==> src/hw/rtl/swam_pkg.sv <==
package swam_pkg;

  // Letters arrive as indices 0..ALPHABET-1 in a fixed five-bit field.
  localparam int unsigned LETTER_W        = 5;
  localparam int unsigned FUNC_W          = 2;
  localparam int unsigned ALPHABET        = 26;
  localparam int unsigned MAX_PATTERN_DEF = 64;

  typedef enum logic [FUNC_W-1:0] {
    FUNC_CLEAR   = 2'd0,
    FUNC_PATTERN = 2'd1,
    FUNC_TEXT    = 2'd2
  } func_e;

  typedef struct packed {
    logic [FUNC_W-1:0]   func;
    logic [LETTER_W-1:0] letter;
  } in_t;

  typedef struct packed {
    logic window_match;
    logic found;
    logic pattern_overflow;
  } out_t;

  // Update request for one histogram bank.
  typedef struct packed {
    logic                clr;
    logic                inc;
    logic [LETTER_W-1:0] inc_idx;
    logic                dec;
    logic [LETTER_W-1:0] dec_idx;
  } hist_ctl_t;

endpackage

==> src/hw/rtl/swam_ram.sv <==
module swam_ram #(
  parameter int unsigned WIDTH = 8,
  parameter int unsigned DEPTH = 64,
  localparam int unsigned AW   = (DEPTH > 1) ? $clog2(DEPTH) : 1
) (
  input  logic             clk_i,
  input  logic             wr_en_i,
  input  logic [AW-1:0]    wr_addr_i,
  input  logic [WIDTH-1:0] wr_data_i,
  input  logic [AW-1:0]    rd_addr_i,
  output logic [WIDTH-1:0] rd_data_o
);

  logic [WIDTH-1:0] mem_q [DEPTH];
  logic [WIDTH-1:0] rd_data_q;

  // Read returns the old content on an address collision.
  always_ff @(posedge clk_i) begin
    if (wr_en_i) begin
      mem_q[wr_addr_i] <= wr_data_i;
    end
    rd_data_q <= mem_q[rd_addr_i];
  end

  assign rd_data_o = rd_data_q;

endmodule

==> src/hw/rtl/swam_hist.sv <==
module swam_hist import swam_pkg::*; #(
  parameter int unsigned CNT_W = 7
) (
  input  logic             clk_i,
  input  logic             rst_ni,
  input  logic             en_i,
  input  hist_ctl_t        ctl_i,
  output logic [CNT_W-1:0] cnt_next_o [ALPHABET]
);

  logic [CNT_W-1:0] cnt_q [ALPHABET];
  logic [CNT_W-1:0] cnt_d [ALPHABET];

  for (genvar k = 0; k < ALPHABET; k++) begin : g_lane
    logic inc_hit;
    logic dec_hit;

    assign inc_hit = ctl_i.inc && (ctl_i.inc_idx == LETTER_W'(k));
    // Drop a removal that would take the count below zero.
    assign dec_hit = ctl_i.dec && (ctl_i.dec_idx == LETTER_W'(k)) && (cnt_q[k] != '0);

    always_comb begin
      if (ctl_i.clr) begin
        cnt_d[k] = '0;
      end else begin
        cnt_d[k] = cnt_q[k] + CNT_W'(inc_hit) - CNT_W'(dec_hit);
      end
    end

    always_ff @(posedge clk_i or negedge rst_ni) begin
      if (!rst_ni) begin
        cnt_q[k] <= '0;
      end else if (en_i) begin
        cnt_q[k] <= cnt_d[k];
      end
    end

    assign cnt_next_o[k] = cnt_d[k];
  end

endmodule

==> src/hw/rtl/sliding_window_anagram_match.sv <==
// Sliding-window anagram match. Each word carries a function code and a letter index
// (0..25, already mapped): clear resets all state, a pattern letter adds to the pattern
// histogram (letters beyond MAX_PATTERN are dropped and flag pattern_overflow), and a
// text letter enters a window whose length is the pattern length, pushing out the letter
// that entered pattern-length text letters earlier. Every accepted word yields exactly
// one result word: window_match says whether the current window is a permutation of the
// pattern, found is sticky since the last clear (and high while the pattern is empty).
// Out-of-range letters and the unused function code change nothing and do not match.
// The block takes one word per clock cycle while the result register is free or drained:
// a word sits in an input register, the histogram update and the 26-way compare run in
// one combinational pass, and the result lands in an output register that offers it.
// That single pass is set by the letter ring, a one-port-write, one-port-read memory whose
// registered read is prefetched from the next-state pointers. No clearing pass is needed
// after reset; the ring's read word is never used before its slot is written.
module sliding_window_anagram_match import swam_pkg::*; #(
  parameter int unsigned MAX_PATTERN = MAX_PATTERN_DEF
) (
  input  logic clk_i,
  input  logic rst_ni,
  input  logic in_valid_i,
  output logic in_ready_o,
  input  in_t  in_data_i,
  output logic out_valid_o,
  input  logic out_ready_i,
  output out_t out_data_o
);

  // Counts go up to MAX_PATTERN; ring pointers span MAX_PATTERN slots.
  localparam int unsigned LW = $clog2(MAX_PATTERN + 1);
  localparam int unsigned RW = (MAX_PATTERN > 1) ? $clog2(MAX_PATTERN) : 1;

  // Input stage
  logic in_valid_q;
  in_t  in_q;
  logic proc;

  // Result stage
  logic out_valid_q;
  out_t out_q;

  // Scalar state
  logic [LW-1:0] plen_q, plen_d;
  logic [LW-1:0] fill_q, fill_d;
  logic [RW-1:0] pos_q, pos_d;
  logic          found_q, found_d;
  logic          ovf_q, ovf_d;

  // Histograms and letter ring
  hist_ctl_t     p_ctl, w_ctl;
  logic [LW-1:0] p_cnt_next [ALPHABET];
  logic [LW-1:0] w_cnt_next [ALPHABET];
  logic          ring_we;
  logic [RW-1:0] ring_raddr;
  logic [LW:0]   ring_raddr_wide;
  logic [LETTER_W-1:0] ring_rdata;
  logic          byp_q;
  logic [LETTER_W-1:0] byp_data_q;
  logic [LETTER_W-1:0] old_letter;

  logic letter_ok;
  logic is_clear;
  logic is_text;
  logic hist_eq;
  logic match;

  // Process the held word whenever the result register is free or being drained.
  assign proc       = in_valid_q && (!out_valid_q || out_ready_i);
  assign in_ready_o = !in_valid_q || proc;

  always_ff @(posedge clk_i or negedge rst_ni) begin
    if (!rst_ni) begin
      in_valid_q <= 1'b0;
    end else if (in_valid_i && in_ready_o) begin
      in_valid_q <= 1'b1;
    end else if (proc) begin
      in_valid_q <= 1'b0;
    end
  end

  always_ff @(posedge clk_i) begin
    if (in_valid_i && in_ready_o) begin
      in_q <= in_data_i;
    end
  end

  assign letter_ok = in_q.letter < LETTER_W'(ALPHABET);

  // The letter leaving the window: take the prefetched ring word, or the word written
  // in the same edge that the prefetch address pointed at.
  assign old_letter = byp_q ? byp_data_q : ring_rdata;

  always_comb begin
    plen_d   = plen_q;
    fill_d   = fill_q;
    pos_d    = pos_q;
    ovf_d    = ovf_q;
    ring_we  = 1'b0;
    is_clear = 1'b0;
    is_text  = 1'b0;

    p_ctl         = '0;
    p_ctl.inc_idx = in_q.letter;
    w_ctl         = '0;
    w_ctl.inc_idx = in_q.letter;
    w_ctl.dec_idx = old_letter;

    if (proc) begin
      unique case (in_q.func)
        FUNC_CLEAR: begin
          is_clear  = 1'b1;
          plen_d    = '0;
          fill_d    = '0;
          pos_d     = '0;
          ovf_d     = 1'b0;
          p_ctl.clr = 1'b1;
          w_ctl.clr = 1'b1;
        end
        FUNC_PATTERN: begin
          if (letter_ok) begin
            if (plen_q < LW'(MAX_PATTERN)) begin
              p_ctl.inc = 1'b1;
              plen_d    = plen_q + LW'(1);
            end else begin
              ovf_d = 1'b1;
            end
          end
        end
        FUNC_TEXT: begin
          if (letter_ok) begin
            is_text = 1'b1;
            // With an empty pattern the window stays empty; only the ring advances.
            if (plen_q != '0) begin
              if (fill_q < plen_q) begin
                fill_d = fill_q + LW'(1);
              end else begin
                w_ctl.dec = 1'b1;
              end
              w_ctl.inc = 1'b1;
            end
            ring_we = 1'b1;
            pos_d   = (pos_q == RW'(MAX_PATTERN - 1)) ? '0 : pos_q + RW'(1);
          end
        end
        default: begin
          // Unused code: hold everything.
        end
      endcase
    end
  end

  // Compare the updated histograms lane by lane.
  always_comb begin
    hist_eq = 1'b1;
    for (int k = 0; k < ALPHABET; k++) begin
      if (p_cnt_next[k] != w_cnt_next[k]) begin
        hist_eq = 1'b0;
      end
    end
  end

  assign match   = is_text && hist_eq;
  assign found_d = is_clear ? 1'b0 : (found_q || match);

  always_ff @(posedge clk_i or negedge rst_ni) begin
    if (!rst_ni) begin
      plen_q  <= '0;
      fill_q  <= '0;
      pos_q   <= '0;
      found_q <= 1'b0;
      ovf_q   <= 1'b0;
    end else if (proc) begin
      plen_q  <= plen_d;
      fill_q  <= fill_d;
      pos_q   <= pos_d;
      found_q <= found_d;
      ovf_q   <= ovf_d;
    end
  end

  swam_hist #(
    .CNT_W (LW)
  ) u_pattern_hist (
    .clk_i      (clk_i),
    .rst_ni     (rst_ni),
    .en_i       (proc),
    .ctl_i      (p_ctl),
    .cnt_next_o (p_cnt_next)
  );

  swam_hist #(
    .CNT_W (LW)
  ) u_window_hist (
    .clk_i      (clk_i),
    .rst_ni     (rst_ni),
    .en_i       (proc),
    .ctl_i      (w_ctl),
    .cnt_next_o (w_cnt_next)
  );

  // Prefetch the slot that entered pattern-length text letters before the next
  // write position, using the next-state pointers, so the read word is ready for
  // whichever word is processed next.
  always_comb begin
    if ({1'b0, LW'(pos_d)} >= {1'b0, plen_d}) begin
      ring_raddr_wide = {1'b0, LW'(pos_d)} - {1'b0, plen_d};
    end else begin
      ring_raddr_wide = {1'b0, LW'(pos_d)} + (LW + 1)'(MAX_PATTERN) - {1'b0, plen_d};
    end
  end

  assign ring_raddr = ring_raddr_wide[RW-1:0];

  swam_ram #(
    .WIDTH (LETTER_W),
    .DEPTH (MAX_PATTERN)
  ) u_letter_ring (
    .clk_i     (clk_i),
    .wr_en_i   (ring_we),
    .wr_addr_i (pos_q),
    .wr_data_i (in_q.letter),
    .rd_addr_i (ring_raddr),
    .rd_data_o (ring_rdata)
  );

  // Forward the written letter when the prefetch hits the slot being written.
  always_ff @(posedge clk_i or negedge rst_ni) begin
    if (!rst_ni) begin
      byp_q <= 1'b0;
    end else begin
      byp_q <= ring_we && (pos_q == ring_raddr);
    end
  end

  always_ff @(posedge clk_i) begin
    byp_data_q <= in_q.letter;
  end

  // Result register: load on processing, drop once taken.
  always_ff @(posedge clk_i or negedge rst_ni) begin
    if (!rst_ni) begin
      out_valid_q <= 1'b0;
    end else if (proc) begin
      out_valid_q <= 1'b1;
    end else if (out_ready_i) begin
      out_valid_q <= 1'b0;
    end
  end

  always_ff @(posedge clk_i) begin
    if (proc) begin
      out_q.window_match     <= match;
      out_q.found            <= found_d || (plen_d == '0);
      out_q.pattern_overflow <= ovf_d;
    end
  end

  assign out_valid_o = out_valid_q;
  assign out_data_o  = out_q;

endmodule
==> config.mk <==
export PLATFORM = sky130hd
export DESIGN_NAME = sliding_window_anagram_match
export DESIGN_NICKNAME = d
export VERILOG_FILES = /design/src/hw/rtl/swam_pkg.sv /design/src/hw/rtl/swam_ram.sv /design/src/hw/rtl/swam_hist.sv /design/src/hw/rtl/sliding_window_anagram_match.sv
export SDC_FILE = /design/constraint.sdc
export NUM_CORES = 2
export LEC_CHECK = 0
export ABC_AREA = 1
export BUFFER_PORTS_ARGS = -buffer_cell sky130_fd_sc_hd__buf_2
export CAP_MARGIN = 20
export CORE_ASPECT_RATIO = 1.5
export CORE_MARGIN = 1.5
export CORE_UTILIZATION = 40
export CTS_CLUSTER_DIAMETER = 50
export DETAILED_ROUTE_END_ITERATION = 16
export GPL_TIMING_DRIVEN = 0
export SLEW_MARGIN = 10
export SYNTH_ARGS = -nofsm -noshare
export SYNTH_HDL_FRONTEND = slang
export SYNTH_SLANG_ARGS = --single-unit
==> constraint.sdc <==
create_clock -name clk_i -period 5.78 [get_ports clk_i]
set_input_delay 0.289 -clock clk_i [delete_from_list [all_inputs] [get_ports clk_i]]
set_output_delay 0.289 -clock clk_i [all_outputs]
set_load 0.05 [all_outputs]
==> results.md <==
- Final core occ: 46.4%
- All-Layer GR Usage: roughly two fifths
- Gr ovfl total: 0
- Share of the synthesized area in the top cell type: a little over a fifth
- Remaining DRCs: 0
- Relative slew slack: between 10% and 20%
- PwrDens: roughly 670 nW/um2
- Synth Cell Area: 46100 um2
- Setup WS pre-CTS: -2.60 ns
- Max-slew violations: 0
- Die H: around 420 um
- Yosys top cell by area: edfxtp_1
- Hold Vio Cnt, Final: 0
- Clk buf depth: 3
- Hold Crit Class: input port to asynchronous set/reset pin
- Avg Inst Size Synth: roughly 8.0 um2
- Worst-path fanout max: 15
- Setup TNS: 0 ns
- Number of synthesized flops with an enable pin: 330
- Synth Flop Type: dfrtp_1
- P_leak: roughly 23 nW
- Worst-Margin Slew: about 1.3 ns
- Vias post-DR: roughly 45000
- Status: finished clean
- Slowest Stage Delay on Critical Path: 0.49 ns
- Critical Path Source Type: flop
- Top Ports: 16
- CORE AREA: 114000 um2
- Fill cells: 11600
- CP arrival: approximately 6.4 ns
- WP data required: about 6.4 ns
- # clock sinks: around 730
- Worst r2r dst: out_data_o[1]$_DFFE_PP_
- H-Tree Depth: 3
- Share of layout cells above drive strength 1: between 7 and 8%
- Final setup vio count: 0
- Clock skew: between 0.03 and 0.04 ns
- Min setup slack post-route: 0.00622 ns
- Peak VDD IR: roughly 0.34 mV
- Setup crit end kind: flop
- Synthesized Nets: slightly above 6000
- DR WL/cell: between 30 and 40 um
- Synth-to-Final Area Change: 15.0%
- Largest net degree at the start of global routing: 98
- Synth top cells by count: nand2_1 (1129), nor2_1 (768), inv_1 (604), nand3_1 (578), o21ai_0 (502)
- Syn. warnings: 0
- CP Class: flop to flop
- Synth top area cells: edfxtp_1 (21%), dfrtp_1 (21%), nand2_1 (9.2%), ha_1 (8.2%), nand3_1 (6.3%)
- DR vias/cell: approximately 5.9
- Period utilisation layout: between 90% and 100%
- Max-Cap Viols: 0
- GP Congestion: around 1.1
- Register area share after synthesis: a little over two fifths
- Initial Util: around two fifths
- Worst path top cell family by delay: simple AND/OR/NAND/NOR gates
- Cells after Synth: approximately 5800
- Number of port buffers: 15
- Pre-Repair DR Iteration Count: 8
- Die X: roughly 280 um
- Reg-to-reg setup timing slack: around 0.0062 ns
- Top cell by count, worst path: nand2_1
- 1st-iter DRT viols: around 4400
- Unrepaired setup endpoints after global routing: true
- DP HPWL: approximately 190000 um
- Reg clk slew, reported paths: about 0.07 ns
- Worst R2R Path Depth: 29
- Row cnt: between 150 and 200
- Vias in the first global route: between 40000 and 50000
- Clock Tree Root: clkbuf_16
- CTS tree: built
- Die area: 117000 um2
- DRT Wirelength: around 240000 um
- CTS Buf Count: 94
- Unique masters post-synth: 50
- Async S/R FF share, synth: 53.4%
- Number of synthesized register bits: 729
- Buffers and inverters on the worst path: 7
- Global-route wire length before repair: approximately 330000 um
- Initial antenna violation count: 20
- Slowest-stage cell, CP: edfxtp_1
- Max Freq: between 0.15 and 0.2 GHz
- Final critical-path required period: between 5 and 6 ns
- Most numerous cell in the Yosys netlist: nand2_1
- Clk_lat worst skew: 0.74 ns
- Nets: roughly 6300
- Antenna Violating Nets Remaining: 0
- RR Startpoint: in_q[2]$_DFFE_PP_
-- metal layers --
metal	vias to the layer above	wire length, um	global-route usage (%)
met2	2261	115000	68.8
met1	21800	81000	41.9
li1	20100	-	-
met3	870	17900	9.01
met5	-	85	0
met4	12	29200	42.0
-- worst reg2reg max path: cells and delay by family, from the launching register on --
| family | cells | cell delay, ns |
|---|---|---|
| buffers and inverters | 7 | 1.31 |
| DFF | 1 | 0.49 |
| and+or+nand+nor | 18 | 2.85 |
| xor gates and xnor gates | 1 | 0.32 |
| AOI/OAI and AO/OA | 1 | 0.10 |
| adders and majority gates | 2 | 0.57 |
-- sequential cells by signal, indices dropped and copies added, names as in the netlist --
register and count:
u_window_hist.cnt_q 182, found_q 1, u_letter_ring.mem_q 320, ovf_q 1, fill_q 7, u_pattern_hist.cnt_q 182, u_letter_ring.rd_data_o 5, out_data_o 3
byp_data_q 5, out_valid_o 1, in_q 7, in_valid_q 1, byp_q 1, pos_q 6, plen_q 7
-- report_power, final --
| group | leakage, nW | internal [mW] | total, mW | switching, mW |
|---|---|---|---|---|
| Sequential | 8.25 | 6.18 | 6.80 | 0.620 |
| Combinational | 13.5 | 6.02 | 22.2 | 16.2 |
| Clock | 1.60 | 3.69 | 6.30 | 2.60 |
-- repair_timing --
action	4_1_cts	5_1_grt
resized for setup	88	79
pin swaps	6	7
endpoints found under the setup margin	120	8
gates cloned	0	1
hold buffers	12	0
endpoints found under the hold margin	65	0
buffers inserted	14	15
-- cells in the final DEF, fill, tap and decap left out, drive strengths merged, types with 27 or more instances in the layout --
cell / Yosys / final
o31ai: 28 / 28
nand3b: 68 / 68
inv: 605 / 619
nand3: 579 / 579
xor2: 86 / 86
fa: 27 / 27
o21ai: 503 / 503
clkbuf: 172 / 285
clkinv: 4 / 32
nor2: 769 / 769
xnor2: 43 / 43
nand2: 1130 / 1130
a21oi: 118 / 118
dfrtp: 389 / 389
edfxtp: 330 / 330
buf: 69 / 151
o32ai: 80 / 80
ha: 301 / 301
nor3: 46 / 46
nand4: 283 / 283
-- stage by stage --
stage	total power, mW	hold slack (ns)	area, um2	cells
after floorplan	18.8	-0.00659	46100	5761
after global placement	27.8	0.461	48100	7316
after detailed placement	27.9	0.268	48800	7355
after CTS	34.5	0.0870	52600	7555
after global routing	36.8	0.137	53000	7569
final	35.3	0.0913	53000	7575
-- kinds of logic (layout without fill, tap and decap cells) --
kind of cell / count (synthesis) / after routing / synth area share (%)
other: 0 / 8 / 0
adders and majority gates: 328 / 328 / 9.34
xor gates and xnor gates: 129 / 129 / 2.45
and+or+nand+nor: 2909 / 2909 / 27.7
muxes: 25 / 25 / 0.611
AOI/OAI and AO/OA: 791 / 791 / 9.73
buffers and inverters: 850 / 1116 / 7.10
DFF: 729 / 729 / 43.1
-- how the worst max path moves through the flow --
stage | from | endpoint | depth (start not counted) | slack (ns)
floorplan | in_q[2]$_DFFE_PP_ | out_data_o[1]$_DFFE_PP_ | 32 | 0.73
global placement | rst_ni | u_window_hist.cnt_q[60]$_DFFE_PN0P_ | 1 | -4.59
detailed placement | in_q[2]$_DFFE_PP_ | out_data_o[1]$_DFFE_PP_ | 34 | -2.60
CTS | in_q[3]$_DFFE_PP_ | out_data_o[1]$_DFFE_PP_ | 35 | -0.002
global route | byp_q$_DFF_PN0_ | out_data_o[1]$_DFFE_PP_ | 28 | -0.12
finish | in_q[2]$_DFFE_PP_ | out_data_o[1]$_DFFE_PP_ | 29 | 0.006
-- layout make-up --
class	instances	area, um2	area share, %
inverter	609	2300	4.34
sequential	729	19800	37.4
buffer	237	1080	2.03
timing repair buffer	95	1140	2.15
tap	1540	1930	3.64
clock buffer	116	2530	4.78
antenna	8	20.0	0.0378
clock inverter	59	742	1.40
multi-input combinational	4182	23400	44.2
Note: power is estimated with default switching activity, not from simulation.
